[src/sv/prjq_pkg.sv]
`timescale 1ns / 1ps

package prjq_pkg;

    typedef enum logic [2:0] {
        CMD_ENQUEUE   = 3'd0,
        CMD_SELECT    = 3'd1,
        CMD_COMPLETED = 3'd2,
        CMD_FAILED    = 3'd3,
        CMD_SKIPPED   = 3'd4,
        CMD_READ      = 3'd5,
        CMD_CLEAR     = 3'd6
    } t_cmd;

    typedef enum logic [2:0] {
        ST_OK        = 3'd0,
        ST_INVALID   = 3'd1,
        ST_CAPACITY  = 3'd2,
        ST_NOT_FOUND = 3'd3,
        ST_EMPTY     = 3'd4
    } t_status;

    typedef enum logic [2:0] {
        JS_PENDING   = 3'd0,
        JS_RUNNING   = 3'd1,
        JS_COMPLETED = 3'd2,
        JS_FAILED    = 3'd3,
        JS_SKIPPED   = 3'd4
    } t_jstate;

    localparam logic [4:0] CAP_RESET = 5'd16;
    localparam int         APB_AW    = 3;
    localparam logic [APB_AW-1:0] ADDR_CAPACITY = 3'd0;

    typedef struct packed {
        logic [2:0]         cmd;
        logic [31:0]        job_tag;
        logic signed [15:0] priority_req;
        logic [7:0]         try_limit;
        logic [31:0]        job_id;
        logic [3:0]         entry_index;
    } t_in_item;

    typedef struct packed {
        logic [2:0]         status;
        logic [31:0]        result_id;
        logic [31:0]        result_tag;
        logic signed [15:0] result_priority;
        logic [7:0]         result_attempts;
        logic [7:0]         result_try_limit;
        logic [2:0]         result_state;
        logic [4:0]         job_count;
    } t_out_item;

    typedef struct packed {
        logic [31:0]        id;
        logic [31:0]        tag;
        logic signed [15:0] prio;
        logic [7:0]         attempts;
        logic [7:0]         limit;
        logic [2:0]         jstate;
    } t_entry;

endpackage

[src/sv/priority_retry_job_queue_top.sv]
`timescale 1ns / 1ps

// Priority job table with retry limits, one command per item over a valid/ready
// pair, results on a second valid/ready pair, capacity set through an APB port.
// Entries live in a single-port-read memory of TABLE_DEPTH rows. Enqueue, clear
// and invalid commands answer in the cycle after the item is accepted;
// read entry first waits in S_RDWAIT for the memory read (unless the index is
// not held); select and the mark commands scan the held jobs one row per cycle
// via the memory read port, then write back the found row, answering at once
// on an empty table. The block takes the next item after the result is taken.
module priority_retry_job_queue_top #(
    parameter int TABLE_DEPTH = 16
) (
    input  logic                           i_clk,
    input  logic                           i_rst_n,
    input  logic                           i_in_valid,
    output logic                           o_in_ready,
    input  prjq_pkg::t_in_item             i_in_item,
    output logic                           o_out_valid,
    input  logic                           i_out_ready,
    output prjq_pkg::t_out_item            o_out_item,
    input  logic                           psel,
    input  logic                           penable,
    input  logic                           pwrite,
    input  logic [prjq_pkg::APB_AW-1:0]    paddr,
    input  logic [31:0]                    pwdata,
    output logic [31:0]                    prdata,
    output logic                           pready
);
    import prjq_pkg::*;

    localparam int AW = (TABLE_DEPTH > 1) ? $clog2(TABLE_DEPTH) : 1;
    localparam int CW = $clog2(TABLE_DEPTH + 1);

    typedef enum logic [4:0] {
        S_IDLE   = 5'b00001,
        S_SCAN   = 5'b00010,
        S_RDWAIT = 5'b00100,
        S_FINISH = 5'b01000,
        S_OUT    = 5'b10000
    } t_fsm;

    t_fsm        r_fsm, n_fsm;
    logic [4:0]  r_cap;
    logic [CW-1:0] r_held, n_held;
    logic [31:0] r_next_id, n_next_id;
    t_in_item    r_req, n_req;
    t_out_item   r_out, n_out;
    logic [AW-1:0] r_ptr, n_ptr;
    logic [AW-1:0] r_bidx, n_bidx;
    t_entry      r_best, n_best;
    logic        r_found, n_found;

    t_entry      mem [TABLE_DEPTH];
    t_entry      r_rdata;
    logic [AW-1:0] rd_addr;
    logic        wr_en;
    logic [AW-1:0] wr_addr;
    t_entry      wr_data;

    logic        accept;
    logic        full;
    logic        last;
    logic        cand;
    logic        better;
    t_entry      upd;
    t_out_item   blank;

    assign o_in_ready  = (r_fsm == S_IDLE);
    assign o_out_valid = (r_fsm == S_OUT);
    assign o_out_item  = r_out;
    assign accept      = i_in_valid && o_in_ready;
    assign pready      = 1'b1;
    assign prdata      = (paddr == ADDR_CAPACITY) ? {27'd0, r_cap} : 32'd0;

    assign full = (32'(r_held) >= 32'(r_cap)) || (r_held == CW'(TABLE_DEPTH));
    assign last = (CW'(r_ptr) == CW'(r_held - CW'(1)));
    assign cand = (r_rdata.jstate == JS_PENDING) && (r_rdata.attempts < r_rdata.limit);
    assign better = !r_found || (r_rdata.prio > r_best.prio) ||
                    ((r_rdata.prio == r_best.prio) && (r_rdata.id < r_best.id));

    always_ff @(posedge i_clk) begin
        if (!i_rst_n) begin
            r_cap <= CAP_RESET;
        end else if (psel && penable && pwrite && pready && paddr == ADDR_CAPACITY) begin
            r_cap <= pwdata[4:0];
        end
    end

    always_ff @(posedge i_clk) begin
        if (wr_en) begin
            mem[wr_addr] <= wr_data;
        end
        r_rdata <= mem[rd_addr];
    end

    always_comb begin
        n_fsm     = r_fsm;
        n_held    = r_held;
        n_next_id = r_next_id;
        n_req     = r_req;
        n_out     = r_out;
        n_ptr     = r_ptr;
        n_bidx    = r_bidx;
        n_best    = r_best;
        n_found   = r_found;
        rd_addr   = AW'(r_ptr + AW'(1));
        wr_en     = 1'b0;
        wr_addr   = r_bidx;
        wr_data   = r_best;
        upd       = r_best;
        blank     = '0;
        blank.job_count = 5'(r_held);

        unique case (r_fsm)
            S_IDLE: begin
                rd_addr = '0;
                if (accept) begin
                    n_req   = i_in_item;
                    n_out   = blank;
                    n_ptr   = '0;
                    n_found = 1'b0;
                    n_fsm   = S_OUT;
                    unique case (t_cmd'(i_in_item.cmd))
                        CMD_ENQUEUE: begin
                            if (i_in_item.job_tag == 32'd0) begin
                                n_out.status = ST_INVALID;
                            end else if (full) begin
                                n_out.status = ST_CAPACITY;
                            end else begin
                                wr_en            = 1'b1;
                                wr_addr          = AW'(r_held);
                                wr_data.id       = r_next_id;
                                wr_data.tag      = i_in_item.job_tag;
                                wr_data.prio     = i_in_item.priority_req;
                                wr_data.attempts = 8'd0;
                                wr_data.limit    = (i_in_item.try_limit == 8'd0) ?
                                                   8'd1 : i_in_item.try_limit;
                                wr_data.jstate   = JS_PENDING;
                                n_held           = CW'(r_held + CW'(1));
                                n_next_id        = r_next_id + 32'd1;
                                n_out.result_id  = r_next_id;
                                n_out.job_count  = 5'(n_held);
                            end
                        end
                        CMD_SELECT, CMD_COMPLETED, CMD_FAILED, CMD_SKIPPED: begin
                            if (r_held == '0) begin
                                n_out.status = (t_cmd'(i_in_item.cmd) == CMD_SELECT) ?
                                               ST_EMPTY : ST_NOT_FOUND;
                            end else begin
                                n_fsm = S_SCAN;
                            end
                        end
                        CMD_READ: begin
                            if (32'(i_in_item.entry_index) >= 32'(r_held)) begin
                                n_out.status = ST_NOT_FOUND;
                            end else begin
                                rd_addr = AW'(32'(i_in_item.entry_index));
                                n_fsm   = S_RDWAIT;
                            end
                        end
                        CMD_CLEAR: begin
                            n_held          = '0;
                            n_next_id       = 32'd1;
                            n_out.job_count = 5'd0;
                        end
                        default: begin
                            n_out.status = ST_INVALID;
                        end
                    endcase
                end
            end
            S_SCAN: begin
                if (t_cmd'(r_req.cmd) == CMD_SELECT) begin
                    if (cand && better) begin
                        n_best  = r_rdata;
                        n_bidx  = r_ptr;
                        n_found = 1'b1;
                    end
                end else if (!r_found && r_rdata.id == r_req.job_id) begin
                    n_best  = r_rdata;
                    n_bidx  = r_ptr;
                    n_found = 1'b1;
                end
                n_ptr = AW'(r_ptr + AW'(1));
                if (last) begin
                    n_fsm = S_FINISH;
                end
            end
            S_RDWAIT: begin
                n_out.result_id        = r_rdata.id;
                n_out.result_tag       = r_rdata.tag;
                n_out.result_priority  = r_rdata.prio;
                n_out.result_attempts  = r_rdata.attempts;
                n_out.result_try_limit = r_rdata.limit;
                n_out.result_state     = r_rdata.jstate;
                n_fsm                  = S_OUT;
            end
            S_FINISH: begin
                n_fsm = S_OUT;
                unique case (t_cmd'(r_req.cmd))
                    CMD_SELECT: begin
                        upd.jstate   = JS_RUNNING;
                        upd.attempts = r_best.attempts + 8'd1;
                    end
                    CMD_COMPLETED: upd.jstate = JS_COMPLETED;
                    CMD_FAILED: begin
                        upd.jstate = (r_best.attempts < r_best.limit) ? JS_PENDING : JS_FAILED;
                    end
                    default: upd.jstate = JS_SKIPPED;
                endcase
                if (!r_found) begin
                    n_out.status = (t_cmd'(r_req.cmd) == CMD_SELECT) ? ST_EMPTY : ST_NOT_FOUND;
                end else begin
                    wr_en   = 1'b1;
                    wr_data = upd;
                    if (t_cmd'(r_req.cmd) == CMD_SELECT) begin
                        n_out.result_id        = upd.id;
                        n_out.result_tag       = upd.tag;
                        n_out.result_priority  = upd.prio;
                        n_out.result_attempts  = upd.attempts;
                        n_out.result_try_limit = upd.limit;
                        n_out.result_state     = upd.jstate;
                    end
                end
            end
            S_OUT: begin
                if (i_out_ready) begin
                    n_fsm = S_IDLE;
                end
            end
            default: begin
                n_fsm = S_IDLE;
            end
        endcase
    end

    always_ff @(posedge i_clk) begin
        if (!i_rst_n) begin
            r_fsm     <= S_IDLE;
            r_held    <= '0;
            r_next_id <= 32'd1;
            r_found   <= 1'b0;
        end else begin
            r_fsm     <= n_fsm;
            r_held    <= n_held;
            r_next_id <= n_next_id;
            r_found   <= n_found;
        end
    end

    always_ff @(posedge i_clk) begin
        r_req  <= n_req;
        r_out  <= n_out;
        r_ptr  <= n_ptr;
        r_bidx <= n_bidx;
        r_best <= n_best;
    end

endmodule

[config.mk]
export PLATFORM = sky130hd
export DESIGN_NAME = priority_retry_job_queue_top
export DESIGN_NICKNAME = d
export VERILOG_FILES = /design/src/sv/prjq_pkg.sv /design/src/sv/priority_retry_job_queue_top.sv
export SDC_FILE = /design/constraint.sdc
export NUM_CORES = 2
export LEC_CHECK = 0
export BUFFER_PORTS_ARGS = -buffer_cell sky130_fd_sc_hd__buf_4
export CAP_MARGIN = 40
export CELL_PAD_IN_SITES_DETAIL_PLACEMENT = 1
export CELL_PAD_IN_SITES_GLOBAL_PLACEMENT = 1
export CORE_MARGIN = 3
export CORE_UTILIZATION = 50
export CTS_BUF_LIST = sky130_fd_sc_hd__clkbuf_16
export CTS_CLUSTER_DIAMETER = 200
export DETAILED_ROUTE_END_ITERATION = 10
export PLACE_DENSITY = 0.83
export SLEW_MARGIN = 20
export SYNTH_ARGS = -nofsm -noshare
export SYNTH_HDL_FRONTEND = slang
export SYNTH_SLANG_ARGS = --single-unit
[constraint.sdc]
create_clock -name i_clk -period 30.2 [get_ports i_clk]
set_clock_uncertainty 0.2 [all_clocks]
set_input_delay 3.02 -clock i_clk [delete_from_list [all_inputs] [get_ports i_clk]]
set_output_delay 3.02 -clock i_clk [all_outputs]
set_load 0.05 [all_outputs]
* After elaboration in Yosys (flattened, before gate mapping) *
Memory sizes are Yosys's and may differ from the RTL's. A register that Yosys moved wholly into a read port is not among the register bits.
Cells that the tools add are included.

storage, ports and cells
  bits in registers = 297
  latch bits = 0
  RAM bits = 1,584
  memory bits (read-only) = 0
  input port bits = 137
  output and inout port bits = 142
  word-level logic and storage cells = 167
  memories kept = 1

cells by class
  add/sub/neg operators = 5
  $mul = 0
  div/mod/pow operators = 0
  order comparisons = 6
  eq/ne operators = 29
  shift-type cells = 0
  multiplexer cells = 70
  bitwise logic cells = 0
  reductions and logical operators = 33

memory list
  name  depth  width  read ports  clocked after memory_dff  write ports  RTL line                            text
  mem   16     99     1           1                         1            priority_retry_job_queue_top.sv:54  t_entry mem [TABLE_DEPTH];

operators with widths
  cell                                           number
  two-way mux 99 bit                             9
  one-hot mux 99 bit (3 select lines)            1
  one-hot mux 99 bit (2 select lines)            1
  two-way mux 32 bit                             5
  two-way mux 107 bit                            1
  one-hot mux 32 bit (2 select lines)            1
  two-way mux 4 bit                              13
  two-way mux 5 bit                              8
  adder 32 x 1 -> 32 bit, second input constant  1
  == test 32 bit                                 1
  zero test 32 bit                               1
  less-than comparator 32 bit                    1
  one-hot mux 5 bit (2 select lines)             2
  one-hot mux 5 bit (4 select lines)             1
  two-way mux 19 bit                             1
  == test 16 bit                                 1
  greater-than comparator 16 bit                 1
  less-than comparator 8 bit                     2
  two-way mux 8 bit                              2
  two-way mux 3 bit                              5
  != test 2 bit, second input constant           7
  == test 3 x 2 -> 1 bit, second input constant  4
  one-hot mux 3 bit (4 select lines)             1
  two-way mux 1 bit                              11
  other kinds (35)                               62

* Depth between registers and ports, before layout *
  depth in word-level cells = 9
  gate-level depth with buffers = 14
  depth with buffers taken out = 9

* Least setup slack after synthesis *
Ideal clock, no wire load.

  kind = input-to-reg
  start point = input i_in_valid
  end point = register r_out (netlist bit o_out_item[100]) (enable)
  setup time = 0.703 ns
  data arrival time = 10.123 ns
  required time = 29.297 ns
  path slack = 19.174 ns
  stages on the path = 2
  buffers on the path = 0
  path through = inv_1 > a211oi_1

between the ends
  cells in the longest elaborated chain, start to end = 3

RTL lines
  element                                  RTL line                             text
  start: declaration                       priority_retry_job_queue_top.sv:16   input logic i_in_valid,
  logical AND 1 bit                        priority_retry_job_queue_top.sv:72   assign accept = i_in_valid && o_in_ready;
  != test 2 x 1 -> 1 bit (no source line)  --
  AND reduction 4 bit (no source line)     --
  end signal: assignment                   priority_retry_job_queue_top.sv:254  r_out <= n_out;
  end: declaration                         priority_retry_job_queue_top.sv:48   t_out_item r_out, n_out;

Every way passes these cells.
A chain may end at the register's enable or synchronous reset.

* Worst setup path after layout *
  start point = input i_in_item[60] in the netlist's numbering
  end point = memory mem[9][89] in the netlist's numbering (enable)

between the ends
  cells in the longest elaborated chain, start to end = 7
  elaborated cells on any way between the ends = 11
  those cells by class = mux: 10; reduce/logical: 1

RTL lines
  element                                  RTL line                             text
  start: declaration                       priority_retry_job_queue_top.sv:18   input prjq_pkg::t_in_item i_in_item,
  zero test 32 bit *                       priority_retry_job_queue_top.sv:126  if (i_in_item.job_tag == 32'd0) begin
  two-way mux 1 bit                        priority_retry_job_queue_top.sv:126
  two-way mux 1 bit                        priority_retry_job_queue_top.sv:124  unique case (t_cmd'(i_in_item.cmd))
  two-way mux 1 bit                        priority_retry_job_queue_top.sv:118  if (accept) begin
  one-hot mux 1 bit (2 select lines)       priority_retry_job_queue_top.sv:115  unique case (r_fsm)
  two-way mux 1 bit                        priority_retry_job_queue_top.sv:91   if (wr_en) begin
  two-way mux 1 bit (not written as such)  priority_retry_job_queue_top.sv:92   mem[wr_addr] <= wr_data;
  end: declaration                         priority_retry_job_queue_top.sv:54

Every way passes the cells marked *; elsewhere a longest branch is shown, timed or not.

==> summary.txt <==
Finish
  • Final #Nets: 5903
  • Most common cell after layout, fill and taps aside: edfxtp_1
  • Finished Layout Cells: 7943
  • Layout area overhead: 14.3%
  • FILL cells: 14861
  • Most frequent cells in the layout: edfxtp_1 (1833), o21ai_0 (479), nand3_1 (419)
  • Fraction of layout cells with a size suffix above 1: 13.0%

STA
  • Slew @ Worst Pin: 1.28 ns
  • Final Setup Violations: 0
  • RSZ-0062 raised after global routing: no
  • Setup TNS Final: 0 ns
  • Min cycle time layout: 7.27 ns
  • Final period utilization: 24.1%
  • Max-slew violations: 0
  • Endpoints failing hold: 0
  • Slew HR: 14.4%
  • F_max: 0.138 GHz

Clock tree
  • Post CTS Setup Buffer Count: 0
  • Skew-Pair Late Insertion Delay: 0.86 ns
  • Post-CTS sizing: 0
  • Hold Buf Count CTS: 0
  • Clk slew on worst S/H paths: 0.07 ns
  • CTS sink cnt: 1980
  • Root Driver: clkbuf_16
  • Num CTS Buffers: 195
  • H-tree levels: 4
  • CTS tree: done
  • Max Root-Sink Buffers: 3

GRT
  • Initial antenna violation count: 21
  • Global-route usage over all layers: 32.1%
  • Number of global-route vias before repair: 57568
  • First-pass GRT wire length: 388000 µm
  • Pin count of the biggest net entering global routing: 255
  • Gr ovfl total: 0

Place
  • Final Wtd Congestion: 0.822
  • Dpl cells: 7551
  • I/O Buffers: 223
  • Hpwl dp: 147000 µm

Routing
  • Via count: 54846
  • Routed Antenna Nets: 0
  • Via/cell ratio: 6.90
  • Detailed-router iteration count before antenna repair: 6
  • Initial DRC count: 8250
  • WL/cell: 34.1 µm
  • Total Wirelength: 271000 µm
  • Drc violations: 0

Floorplan
  • Die W: 406 µm
  • DIE HEIGHT: 406 µm
  • Io pins: 279
  • Die area: 165000 µm²
  • Starting Density: 50.4%
  • Core Area: 159000 µm²
  • Row count: 146

Synth
  • Post-synth EDFFs: 1833
  • Cells after Synth: 5471
  • Syn Area/Cell: 14.6 µm²
  • Post-synth top flop: edfxtp_1
  • Sequential fraction of the synthesis area: 72.6%
  • Post-synth ARST share: 0%
  • Yosys warns: 0
  • Yosys cell types: 75
  • Register bit total from synthesis: 1980
  • Mapped Area: 79900 µm²

Hold path
  • HP Class: register to register

Critical path
  • CP Data Arrival Time: 7.51 ns
  • Setup CP Type: input port to register
  • Crit path max fanout: 35
  • Worst Path Required: 30.45 ns
  • CP Capture Type: register
  • Critical path launch point type: input port

Status
  • Status: finished, final reports clean

Job
  • MaxCap Viol Count: 0

Pwr
  • Leak: 0.0329 µW
  • Peak VDD IR: 0.115 mV
  • Pwr per Cell Area: 81.1 nW/µm²
per-stage QoR:
| stage | worst slack (ns) | power (µW) | hold slack, ns | cell area (µm²) | utilization [%] |
|---|---|---|---|---|---|
| floorplan | 19.17 | 4320 | 0.209 | 80000 | - |
| global placement | 21.99 | 4770 | 0.216 | 83800 | 52.9 |
| detailed placement | 22.25 | 4890 | 0.218 | 84700 | 53.4 |
| CTS | 22.93 | 7350 | 0.244 | 91000 | 57.4 |
| global route | 22.83 | 7600 | 0.253 | 91300 | 57.6 |
| finish | 22.93 | 7410 | 0.245 | 91300 | 57.6 |
cell usage after synthesis, types with 9 or more instances:
cell         n  area, µm²
buf_1        9       33.8
and2_1      12       75.1
xnor2_1     12        105
dfxtp_1    147       2940
o21ai_1     41        205
nor2_1      55        206
o31ai_1     14        105
a21oi_1     60        300
nor2b_1     10       62.6
xor2_1      37        324
or3_1      114        713
nor3_1      11       55.1
a31oi_1      9       56.3
inv_1       86        323
a22oi_1     33        248
a22o_1      39        342
nand4_1     20        125
buf_6       12        135
edfxtp_1  1833      55000
mux2i_1    403       4030
clkbuf_1   310       1160
nand3_1    424       2120
and3_1       9       56.3
buf_2       74        370
ha_1        75        938
a21o_1      14        105
nor4_1      22        138
or4_1      110        826
nand2_1    262        983
buf_4       33        248
o21ai_0    482       2410
a211oi_1   405       3040
o22ai_1    199       1240
layout make-up:
cell class / count / area [µm²] / area share (%)
diodes: 9 / 22.5 / 0.0247
clock buffers: 197 / 4930 / 5.40
clock inverters: 171 / 1460 / 1.59
inverters: 89 / 334 / 0.366
multi-input cells: 2989 / 20000 / 21.9
flip-flops and latches: 1980 / 58000 / 63.5
well taps: 2072 / 2590 / 2.84
repair buffers: 436 / 4000 / 4.38
layer usage:
layer	up-vias	track usage (%)	part of all wire (%)	wire length, µm
met5	-	0	0.031	83
met4	14	14.1	4.2	11400
met3	849	8.43	12	33200
met2	4249	51.5	48	129000
met1	27769	41.2	36	97300
li1	21965	-	-	-
report_power, final:
group | switching [µW] | internal (µW) | total, µW | leakage [µW]
Clock | 1100 | 1370 | 2470 | 0.00332
Sequential | 146 | 3150 | 3300 | 0.0179
Combinational | 1120 | 523 | 1640 | 0.0117
path summary, 6_finish.rpt:
| kind | slack, ns | cells after the start | from | endpoint |
|---|---|---|---|---|
| worst max register to register | 24.27 | 12 | r_held[0]$_SDFFE_PN0P_ | mem[11][75]$_DFFE_PP_ |
| worst min register to register | 0.25 | 0 | r_rdata[41]$_DFF_P_ | r_best[41]$_DFFE_PP_ |
| worst min-delay path | 0.25 | 0 | r_rdata[41]$_DFF_P_ | r_best[41]$_DFFE_PP_ |
| worst max-delay path | 22.93 | 13 | i_in_item[60] | mem[9][89]$_DFFE_PP_ |
flip-flops by register name (all words and copies together), names as in the netlist:
register    flops
r_found         1
o_out_item    107
r_ptr           4
r_fsm           5
r_held          5
r_next_id      32
r_rdata        99
r_cap           5
r_req          35
mem          1584
r_bidx          4
r_best         99
logic make-up (layout without fill, tap and decap cells):
logic type / count (synthesis) / in the layout / synth area share, %
fa+ha+maj: 75 / 75 / 1.17
xor+xnor: 49 / 49 / 0.537
mux: 403 / 403 / 5.05
simple gates: 1085 / 1085 / 7.07
flops: 1980 / 1980 / 72.6
compound gates: 1349 / 1349 / 10.7
buf+inv: 528 / 893 / 2.87
other cells: 2 / 37 / 0.00940
worst max-delay path, cell delays in order:
cell,delay (ns)
buf_4,0.12
nor4_1,0.52
nand4_1,0.57
o21ai_1,0.52
a2111oi_2,0.11
buf_4,0.27
buf_12,0.23
nor3b_1,0.21
a31oi_1,0.12
buf_4,0.25
nor2_4,0.16
buf_4,0.57
buf_4,0.73
(Power assumes the default switching activity.)
